<file path="src/rtl/rlpe_pkg.sv">
// Shared constants and types for the run-length packet encoder.
// No dependencies; imported by run_length_packet_encoder.
package rlpe_pkg;

	localparam int BYTE_W         = 8;
	localparam int LANES          = 8;
	localparam int LANE_W         = 3;
	localparam int WORD_W         = LANES * BYTE_W;
	localparam int CNT_W          = 4;
	localparam int OUT_W          = 72;
	localparam int MAX_PACKET_DEF = 127;
	localparam int MIN_RUN_DEF    = 3;

	typedef logic [BYTE_W-1:0] byte_t;

	localparam byte_t RUN_MARK = 8'h80;

endpackage

</file>
<file path="src/rtl/run_length_packet_encoder.sv">
// Run-length packet encoder top level: sequencer, literal buffer memory and word packer.
// Depends on rlpe_pkg.
//
// Slave channel: one message byte per word on s_tdata[7:0]; s_tlast marks the final byte.
// Master channel: m_tdata[63:0] holds up to eight coded bytes, earliest in lane 0, with
// m_tdata[67:64] the number of valid lanes; m_tlast marks the last word of the message.
// A byte that only starts or extends a run of equal bytes is taken in the idle state and the
// next byte is accepted right after. A byte that moves undecided bytes into the literal
// buffer writes them one by one; with a run threshold above the packet size every byte is
// added to the literal buffer directly. Coded bytes are settled one per cycle while the
// packer has room and the output register can take its words (the single read port of
// the literal buffer and the one-byte-wide packer set this rate); moving a full word to
// the output register holds the packer. A full literal packet holds 128 coded bytes.
// Coded bytes leave through a one-word output register; when the receiver stalls, the
// packer fills up and the sequencer waits, so no byte is lost. s_tready is low while a
// byte is being worked on.
// Reset clears all lengths, the packer and the output register; the literal buffer is not
// cleared, since only entries written within the open packet are ever read.
module run_length_packet_encoder #(
	parameter int MAX_PACKET = rlpe_pkg::MAX_PACKET_DEF,
	parameter int MIN_RUN    = rlpe_pkg::MIN_RUN_DEF
) (
	input  logic                        clk,
	input  logic                        arst_n,
	input  logic                        s_tvalid,
	output logic                        s_tready,
	input  logic [rlpe_pkg::BYTE_W-1:0] s_tdata,   // [7:0] data_byte
	input  logic                        s_tlast,
	output logic                        m_tvalid,
	input  logic                        m_tready,
	output logic [rlpe_pkg::OUT_W-1:0]  m_tdata,   // [63:0] coded_bytes, [67:64] byte_count
	output logic                        m_tlast
);
	import rlpe_pkg::*;

	localparam int LIM = (MAX_PACKET > MIN_RUN) ? MAX_PACKET : MIN_RUN;
	localparam int LW  = $clog2(LIM + 1);
	localparam int AW  = $clog2(MAX_PACKET);
	localparam bit NO_RUNS = (MIN_RUN > MAX_PACKET);
	localparam logic [LW-1:0] MAX_L = LW'(MAX_PACKET);
	localparam logic [LW-1:0] MIN_L = LW'(MIN_RUN);
	localparam logic [CNT_W-1:0] FULL = CNT_W'(LANES);

	localparam logic [3:0] S_IDLE   = 4'd0;
	localparam logic [3:0] S_ADDB   = 4'd1;
	localparam logic [3:0] S_UNDEC  = 4'd2;
	localparam logic [3:0] S_SETB   = 4'd3;
	localparam logic [3:0] S_CHKRUN = 4'd4;
	localparam logic [3:0] S_RUNH   = 4'd5;
	localparam logic [3:0] S_RUNV   = 4'd6;
	localparam logic [3:0] S_LCNT   = 4'd7;
	localparam logic [3:0] S_LDAT   = 4'd8;
	localparam logic [3:0] S_TAIL   = 4'd9;
	localparam logic [3:0] S_TLIT   = 4'd10;
	localparam logic [3:0] S_FLUSH  = 4'd11;

	logic [3:0]        state_q, lit_ret_q, run_ret_q, und_ret_q;
	logic [LW-1:0]     lit_len_q, run_len_q, idx_q;
	byte_t             run_val_q, b_q, rd_q;
	logic              last_q, set_new_q;

	logic [WORD_W-1:0] pk_data_q, out_data_q;
	logic [CNT_W-1:0]  pk_cnt_q, out_cnt_q;
	logic              out_valid_q, out_last_q;

	byte_t             lit_mem [MAX_PACKET];

	logic [LW-1:0]     ll_inc, rl_inc, idx_inc;
	logic              acc, in_eq, can_put, put_state, put_en, out_free, mv;
	logic              wr_en, rd_en;
	logic [AW-1:0]     wr_addr, rd_addr;
	byte_t             wr_data, put_byte;

	assign s_tready = (state_q == S_IDLE);
	assign acc      = s_tvalid && s_tready;
	assign in_eq    = (s_tdata == run_val_q);
	assign ll_inc   = lit_len_q + 1'b1;
	assign rl_inc   = run_len_q + 1'b1;
	assign idx_inc  = idx_q + 1'b1;
	assign can_put  = (pk_cnt_q != FULL);
	assign out_free = !out_valid_q || m_tready;

	assign wr_en   = (state_q == S_ADDB) || (state_q == S_UNDEC && run_len_q != '0);
	assign wr_data = (state_q == S_ADDB) ? b_q : run_val_q;
	assign wr_addr = lit_len_q[AW-1:0];
	assign rd_en   = can_put && ((state_q == S_LCNT) ||
		(state_q == S_LDAT && idx_inc != lit_len_q));
	assign rd_addr = (state_q == S_LCNT) ? '0 : idx_inc[AW-1:0];

	always_comb begin
		put_state = 1'b1;
		put_byte  = rd_q;
		unique case (state_q)
			S_RUNH: put_byte = RUN_MARK | BYTE_W'(run_len_q);
			S_RUNV: put_byte = run_val_q;
			S_LCNT: put_byte = BYTE_W'(lit_len_q);
			S_LDAT: put_byte = rd_q;
			default: put_state = 1'b0;
		endcase
		put_en = put_state && can_put;
	end

	assign mv = out_free && (((pk_cnt_q == FULL) && put_state) ||
		(state_q == S_FLUSH && pk_cnt_q != '0));

	always_ff @(posedge clk) begin
		if (wr_en) begin
			lit_mem[wr_addr] <= wr_data;
		end
		if (rd_en) begin
			rd_q <= lit_mem[rd_addr];
		end
	end

	always_ff @(posedge clk or negedge arst_n) begin
		if (!arst_n) begin
			state_q   <= S_IDLE;
			lit_ret_q <= S_IDLE;
			run_ret_q <= S_IDLE;
			und_ret_q <= S_IDLE;
			lit_len_q <= '0;
			run_len_q <= '0;
			idx_q     <= '0;
			run_val_q <= '0;
			b_q       <= '0;
			last_q    <= 1'b0;
			set_new_q <= 1'b0;
		end else begin
			unique case (state_q)
				S_IDLE: if (acc) begin
					b_q    <= s_tdata;
					last_q <= s_tlast;
					if (NO_RUNS) begin
						state_q <= S_ADDB;
					end else if (run_len_q >= MIN_L) begin
						if (in_eq) begin
							run_len_q <= rl_inc;
							if (rl_inc >= MAX_L) begin
								run_ret_q <= S_TAIL;
								set_new_q <= 1'b0;
								state_q   <= S_RUNH;
							end else if (s_tlast) begin
								state_q <= S_TAIL;
							end
						end else begin
							run_ret_q <= S_TAIL;
							set_new_q <= 1'b1;
							state_q   <= S_RUNH;
						end
					end else if (run_len_q != '0 && in_eq) begin
						run_len_q <= rl_inc;
						if (rl_inc >= MIN_L) begin
							if (lit_len_q != '0) begin
								lit_ret_q <= S_CHKRUN;
								state_q   <= S_LCNT;
							end else begin
								state_q <= S_CHKRUN;
							end
						end else if (s_tlast) begin
							state_q <= S_TAIL;
						end
					end else if (run_len_q != '0) begin
						und_ret_q <= S_SETB;
						state_q   <= S_UNDEC;
					end else begin
						run_val_q <= s_tdata;
						run_len_q <= LW'(1);
						if (s_tlast) begin
							state_q <= S_TAIL;
						end
					end
				end
				S_ADDB: begin
					lit_len_q <= ll_inc;
					lit_ret_q <= S_TAIL;
					state_q   <= (ll_inc >= MAX_L) ? S_LCNT : S_TAIL;
				end
				S_UNDEC: begin
					if (run_len_q == '0) begin
						state_q <= und_ret_q;
					end else begin
						run_len_q <= run_len_q - 1'b1;
						lit_len_q <= ll_inc;
						if (ll_inc >= MAX_L) begin
							lit_ret_q <= S_UNDEC;
							state_q   <= S_LCNT;
						end
					end
				end
				S_SETB: begin
					run_val_q <= b_q;
					run_len_q <= LW'(1);
					state_q   <= S_TAIL;
				end
				S_CHKRUN: begin
					run_ret_q <= S_TAIL;
					set_new_q <= 1'b0;
					state_q   <= (run_len_q >= MAX_L) ? S_RUNH : S_TAIL;
				end
				S_RUNH: if (can_put) begin
					state_q <= S_RUNV;
				end
				S_RUNV: if (can_put) begin
					if (set_new_q) begin
						run_val_q <= b_q;
						run_len_q <= LW'(1);
					end else begin
						run_len_q <= '0;
					end
					state_q <= run_ret_q;
				end
				S_LCNT: if (can_put) begin
					idx_q   <= '0;
					state_q <= S_LDAT;
				end
				S_LDAT: if (can_put) begin
					if (idx_inc == lit_len_q) begin
						lit_len_q <= '0;
						state_q   <= lit_ret_q;
					end else begin
						idx_q <= idx_inc;
					end
				end
				S_TAIL: begin
					if (!last_q) begin
						state_q <= S_FLUSH;
					end else if (!NO_RUNS && run_len_q >= MIN_L) begin
						run_ret_q <= S_TLIT;
						set_new_q <= 1'b0;
						state_q   <= S_RUNH;
					end else if (run_len_q != '0) begin
						und_ret_q <= S_TLIT;
						state_q   <= S_UNDEC;
					end else begin
						state_q <= S_TLIT;
					end
				end
				S_TLIT: begin
					run_val_q <= '0;
					lit_ret_q <= S_FLUSH;
					state_q   <= (lit_len_q != '0) ? S_LCNT : S_FLUSH;
				end
				S_FLUSH: if (pk_cnt_q == '0) begin
					state_q <= S_IDLE;
				end
				default: state_q <= S_IDLE;
			endcase
		end
	end

	// byte packer and output word register
	always_ff @(posedge clk or negedge arst_n) begin
		if (!arst_n) begin
			pk_data_q   <= '0;
			pk_cnt_q    <= '0;
			out_data_q  <= '0;
			out_cnt_q   <= '0;
			out_valid_q <= 1'b0;
			out_last_q  <= 1'b0;
		end else if (mv) begin
			out_data_q  <= pk_data_q;
			out_cnt_q   <= pk_cnt_q;
			out_last_q  <= (state_q == S_FLUSH) && last_q;
			out_valid_q <= 1'b1;
			pk_data_q   <= '0;
			pk_cnt_q    <= '0;
		end else begin
			if (out_valid_q && m_tready) begin
				out_valid_q <= 1'b0;
			end
			if (put_en) begin
				pk_data_q[{pk_cnt_q[LANE_W-1:0], 3'b000} +: BYTE_W] <= put_byte;
				pk_cnt_q <= pk_cnt_q + 1'b1;
			end
		end
	end

	assign m_tvalid = out_valid_q;
	assign m_tdata  = {{(OUT_W - WORD_W - CNT_W){1'b0}}, out_cnt_q, out_data_q};
	assign m_tlast  = out_last_q;

	a_idle_packer_empty: assert property (@(posedge clk) disable iff (!arst_n)
		(state_q == S_IDLE) |-> (pk_cnt_q == '0))
		else $error("packer holds bytes while idle");

	a_run_excludes_literal: assert property (@(posedge clk) disable iff (!arst_n)
		(state_q == S_IDLE && !NO_RUNS && run_len_q >= MIN_L) |-> (lit_len_q == '0))
		else $error("open literal packet during a run");

	a_idle_lengths: assert property (@(posedge clk) disable iff (!arst_n)
		(state_q == S_IDLE) |-> (lit_len_q < MAX_L && run_len_q < MAX_L))
		else $error("full packet left unsent");

	a_final_state_clear: assert property (@(posedge clk) disable iff (!arst_n)
		(state_q == S_FLUSH && last_q) |-> (lit_len_q == '0 && run_len_q == '0))
		else $error("state not cleared at end of message");

	a_final_only_in_flush: assert property (@(posedge clk) disable iff (!arst_n)
		(mv && put_state) |=> !out_last_q)
		else $error("final flag on a mid-message word");

endmodule
</file>
<file path="config.mk">
export PLATFORM = sky130hd
export DESIGN_NAME = run_length_packet_encoder
export DESIGN_NICKNAME = d
export VERILOG_FILES = /design/src/rtl/rlpe_pkg.sv /design/src/rtl/run_length_packet_encoder.sv
export SDC_FILE = /design/constraint.sdc
export NUM_CORES = 2
export LEC_CHECK = 0
export BUFFER_PORTS_ARGS = -buffer_cell sky130_fd_sc_hd__clkbuf_2
export CAP_MARGIN = 0
export CORE_ASPECT_RATIO = 1.4
export CORE_MARGIN = 2
export CORE_UTILIZATION = 60
export CTS_CLUSTER_DIAMETER = 200
export DETAILED_ROUTE_END_ITERATION = 8
export HOLD_SLACK_MARGIN = 0.08
export PLACE_DENSITY = 0.83
export SLEW_MARGIN = 5
export SYNTH_ARGS = -nofsm -noshare
export SYNTH_HDL_FRONTEND = slang
export SYNTH_SLANG_ARGS = --single-unit
</file>
<file path="constraint.sdc">
create_clock -name clk -period 5.1 [get_ports clk]
set_input_delay 1.02 -clock clk [delete_from_list [all_inputs] [get_ports clk]]
set_output_delay 1.02 -clock clk [all_outputs]
set_load 0.02 [all_outputs]
</file>
==> flow_metrics.py <==
metrics = {
    "status": {
        "status": "finished clean",
    },
    "floorplanning": {
        "core_area_um2": 84300,
        "std_cell_rows": 126,
        "die_h_um": 349,
        "start_util_pct": 60.6,
        "dieArea_um2": 87600,
        "fp.dieW_um": 251,
        "ios": 88,
    },
    "timing": {
        "relSlewSlack_pct": 2.81,
        "slew_viol_final": 0,
        "fmax_ghz": 0.223,
        "finalCriticalPeriod_ns": 4.48,
        "fin_crit_sh_pct": 87.8,
        "tightest_slew_ns": 1.45,
        "rsz0062_at_grt": "no",
        "tns_ns": 0,
        "worst_slack_ns": 0.623,
        "skew_ns": 0.0376,
        "hold_viol": 0,
        "finalSetupViolations": 0,
    },
    "synthesis": {
        "synth_top_family_by_area": "compound AO/OA/AOI/OAI gates",
        "async_reset_ff_share_pct": 15.7,
        "synth.yosys.seq_area_share_pct": 69.5,
        "ys_warn_count": 0,
        "synth_edf_count": 1024,
        "synthXorXnorAreaFrac_pct": 0.688,
        "synth_area_leader_cell": "edfxtp_1",
        "syn_area_per_cell_um2": 14.7,
        "synthCells": 3477,
        "synthAdderAreaFrac_pct": 0.269,
        "synth_area_leaders": "edfxtp_1 60%, dfrtp_1 9.3%, mux2i_1 3.7%, mux2_2 3.5%, nor2_1 1.8%",
        "synth-seq-cells": 1214,
        "synth.top_cell.area_share_pct": 60.2,
        "synth-compound-area-share_pct": 11.2,
        "synth.area.mux_share_pct": 8.46,
        "netlist_area_um2": 51100,
        "synth-main-ff-cell": "edfxtp_1",
        "synth_simple_gate_area_share_pct": 7.02,
        "ys_types": 103,
    },
    "clock_network": {
        "clock_path_buffers": 3,
        "cts_buffers": 106,
        "clock_latency_ns": 0.72,
        "clkTransAtPathRegs_ns": 0.07,
        "root_buffer": "clkbuf_16",
        "ctsHtreeMaxLevel": 3,
        "cts_tree": "done",
        "hold_buffers": 0,
        "clkSinkCount": 1214,
        "post_cts_resized": 0,
        "cts_setup_buffers": 0,
    },
    "setup_path": {
        "ff2ff_setup_slack_ns": 0.62,
        "path_class": "reg -> reg",
        "worst-endpoint-required_ns": 5.66,
        "crit_arrival_ns": 5.03,
        "crit_path_start_kind": "flop",
        "path_max_fanout": 48,
        "endpoint_kind": "flop",
    },
    "final_layout": {
        "fin_area_um2": 56800,
        "fin_nets": 3583,
        "mostFrequentLayoutCells": "1024 x edfxtp_1, 243 x nor2_1, 208 x nand2_1, 191 x mux2i_1, 189 x dfrtp_1",
        "layout_commonest_cell": "edfxtp_1",
        "drive_gt1_share_pct": 17.8,
        "fin_util_pct": 67.3,
        "areaGrowthSynthToFinish_pct": 11.1,
    },
    "routing": {
        "dr_total_vias": 33900,
        "drcViolationCount": 0,
        "drt-wirelength-per-cell_um": 31.4,
        "drt_wl_total_um": 149000,
        "drt_iter0_markers": 5183,
        "drt_first_pass_iters": 6,
        "viasPerCell": 7.14,
        "ant_nets": 0,
    },
    "global_routing": {
        "grt_overflow_total": 0,
        "grt_busiest_layer": "met2",
        "gr-usage-met1_pct": 40.3,
        "antenna_found_initial": 4,
        "globalRouteTotalUtil_pct": 34.1,
        "gr-usage-met3_pct": 8.59,
        "grt_pass1_vias": 33000,
        "grt_max_degree": 127,
        "met2_usage_pct": 54.0,
        "grt_pass1_wl_um": 218000,
    },
    "placed_design": {
        "gp_congestion": 1.01,
        "dp_slack_ns": 1.12,
        "portBuffers": 83,
        "place_area_um2": 53000,
        "dp_hpwl_um": 92900,
    },
    "worst_hold_path": {
        "hold_path.class": "in -> async",
    },
    "run": {
        "cap_violations": 0,
    },
    "power": {
        "p_leak_nw": 19.2,
        "irDropWorstVdd_mv": 0.441,
        "p_per_area_nw_per_um2": 603,
    },
}
-- metal layers --
| layer | share of wire, % | vias up |
|---|---|---|
| met2 | 47 | 2957 |
| met3 | 13 | 771 |
| met4 | 9.3 | 0 |
| li1 | - | 13800 |
| met1 | 31 | 16400 |
| met5 | 0 | - |
-- layout make-up --
type                    instances  area (um2)
well taps                    1088        1360
fillers                      5364       27600
clock inverters                64         805
flip-flops and latches       1214       35500
diodes                          4        10.0
repair buffers                231        1710
multi-input cells            1979       14300
clock buffers                 137        2970
inverters                      27         101
-- through the flow --
| step | hold WS [ns] | cells | power (mW) |
|---|---|---|---|
| after global placement | 0.452 | 4537 | 24.8 |
| final | 0.412 | 4744 | 34.2 |
| after detailed placement | 0.457 | 4537 | 25.1 |
| after floorplan | 0.435 | 3480 | 20.7 |
| after global routing | 0.497 | 4741 | 35.0 |
| after CTS | 0.456 | 4738 | 33.7 |
-- Yosys cell counts, drive strengths merged (36+ instances only) --
cell type	n
a21oi	115
o211ai	62
o21ai	133
nand3	96
o22ai	67
nor2	251
a211oi	52
buf	194
mux2i	191
and3	36
clkbuf	66
o221ai	68
dfrtp	190
mux2	160
edfxtp	1024
nand2	211
-- sequential cells by signal (all words and copies together) (netlist names) --
name	flops
lit_mem	1016
out_data_q	64
pk_data_q	64
b_q	8
rd_q	8
run_val_q	8
idx_q	7
lit_len_q	7
run_len_q	7
out_cnt_q	4
pk_cnt_q	4
state_q	4
lit_ret_q	3
run_ret_q	3
und_ret_q	3
last_q	1
m_tlast	1
m_tvalid	1
set_new_q	1
-- cell families after synthesis --
family          Yosys count
flops                  1214
compound gates          797
simple gates            756
mux                     378
buf+inv                 287
xor+xnor                 33
fa+ha+maj                11
other cells               1
-- critical path, stage by stage (launching register included) --
cell	delay (ns)
dfrtp_1	0.45
buf_4	0.46
nand4b_4	0.40
nand2_4	0.65
buf_4	0.40
a211oi_1	0.11
a211oi_1	1.20
or4b_1	0.25
o211ai_1	0.17
mux2i_1	0.18
-- power by group --
part           total, mW  internal [mW]  switching (mW)
Combinational       12.0           3.68            8.37
Sequential          13.5           12.9           0.598
Clock               8.67           5.00            3.67
-- final timing paths --
| kind | cells after the start | endpoint | startpoint |
|---|---|---|---|
| worst max-delay path | 9 | rd_q[6] | state_q[1] |
| worst min-delay path | 1 | state_q[1] | arst_n |
| worst max register to register | 9 | rd_q[6] | state_q[1] |
| worst min register to register | 1 | und_ret_q[1] | und_ret_q[1] |
| max in group asynchronous | 2 | out_data_q[55] | arst_n |
| min in group clk | 1 | und_ret_q[1] | und_ret_q[1] |
(Power assumes the default switching activity.)
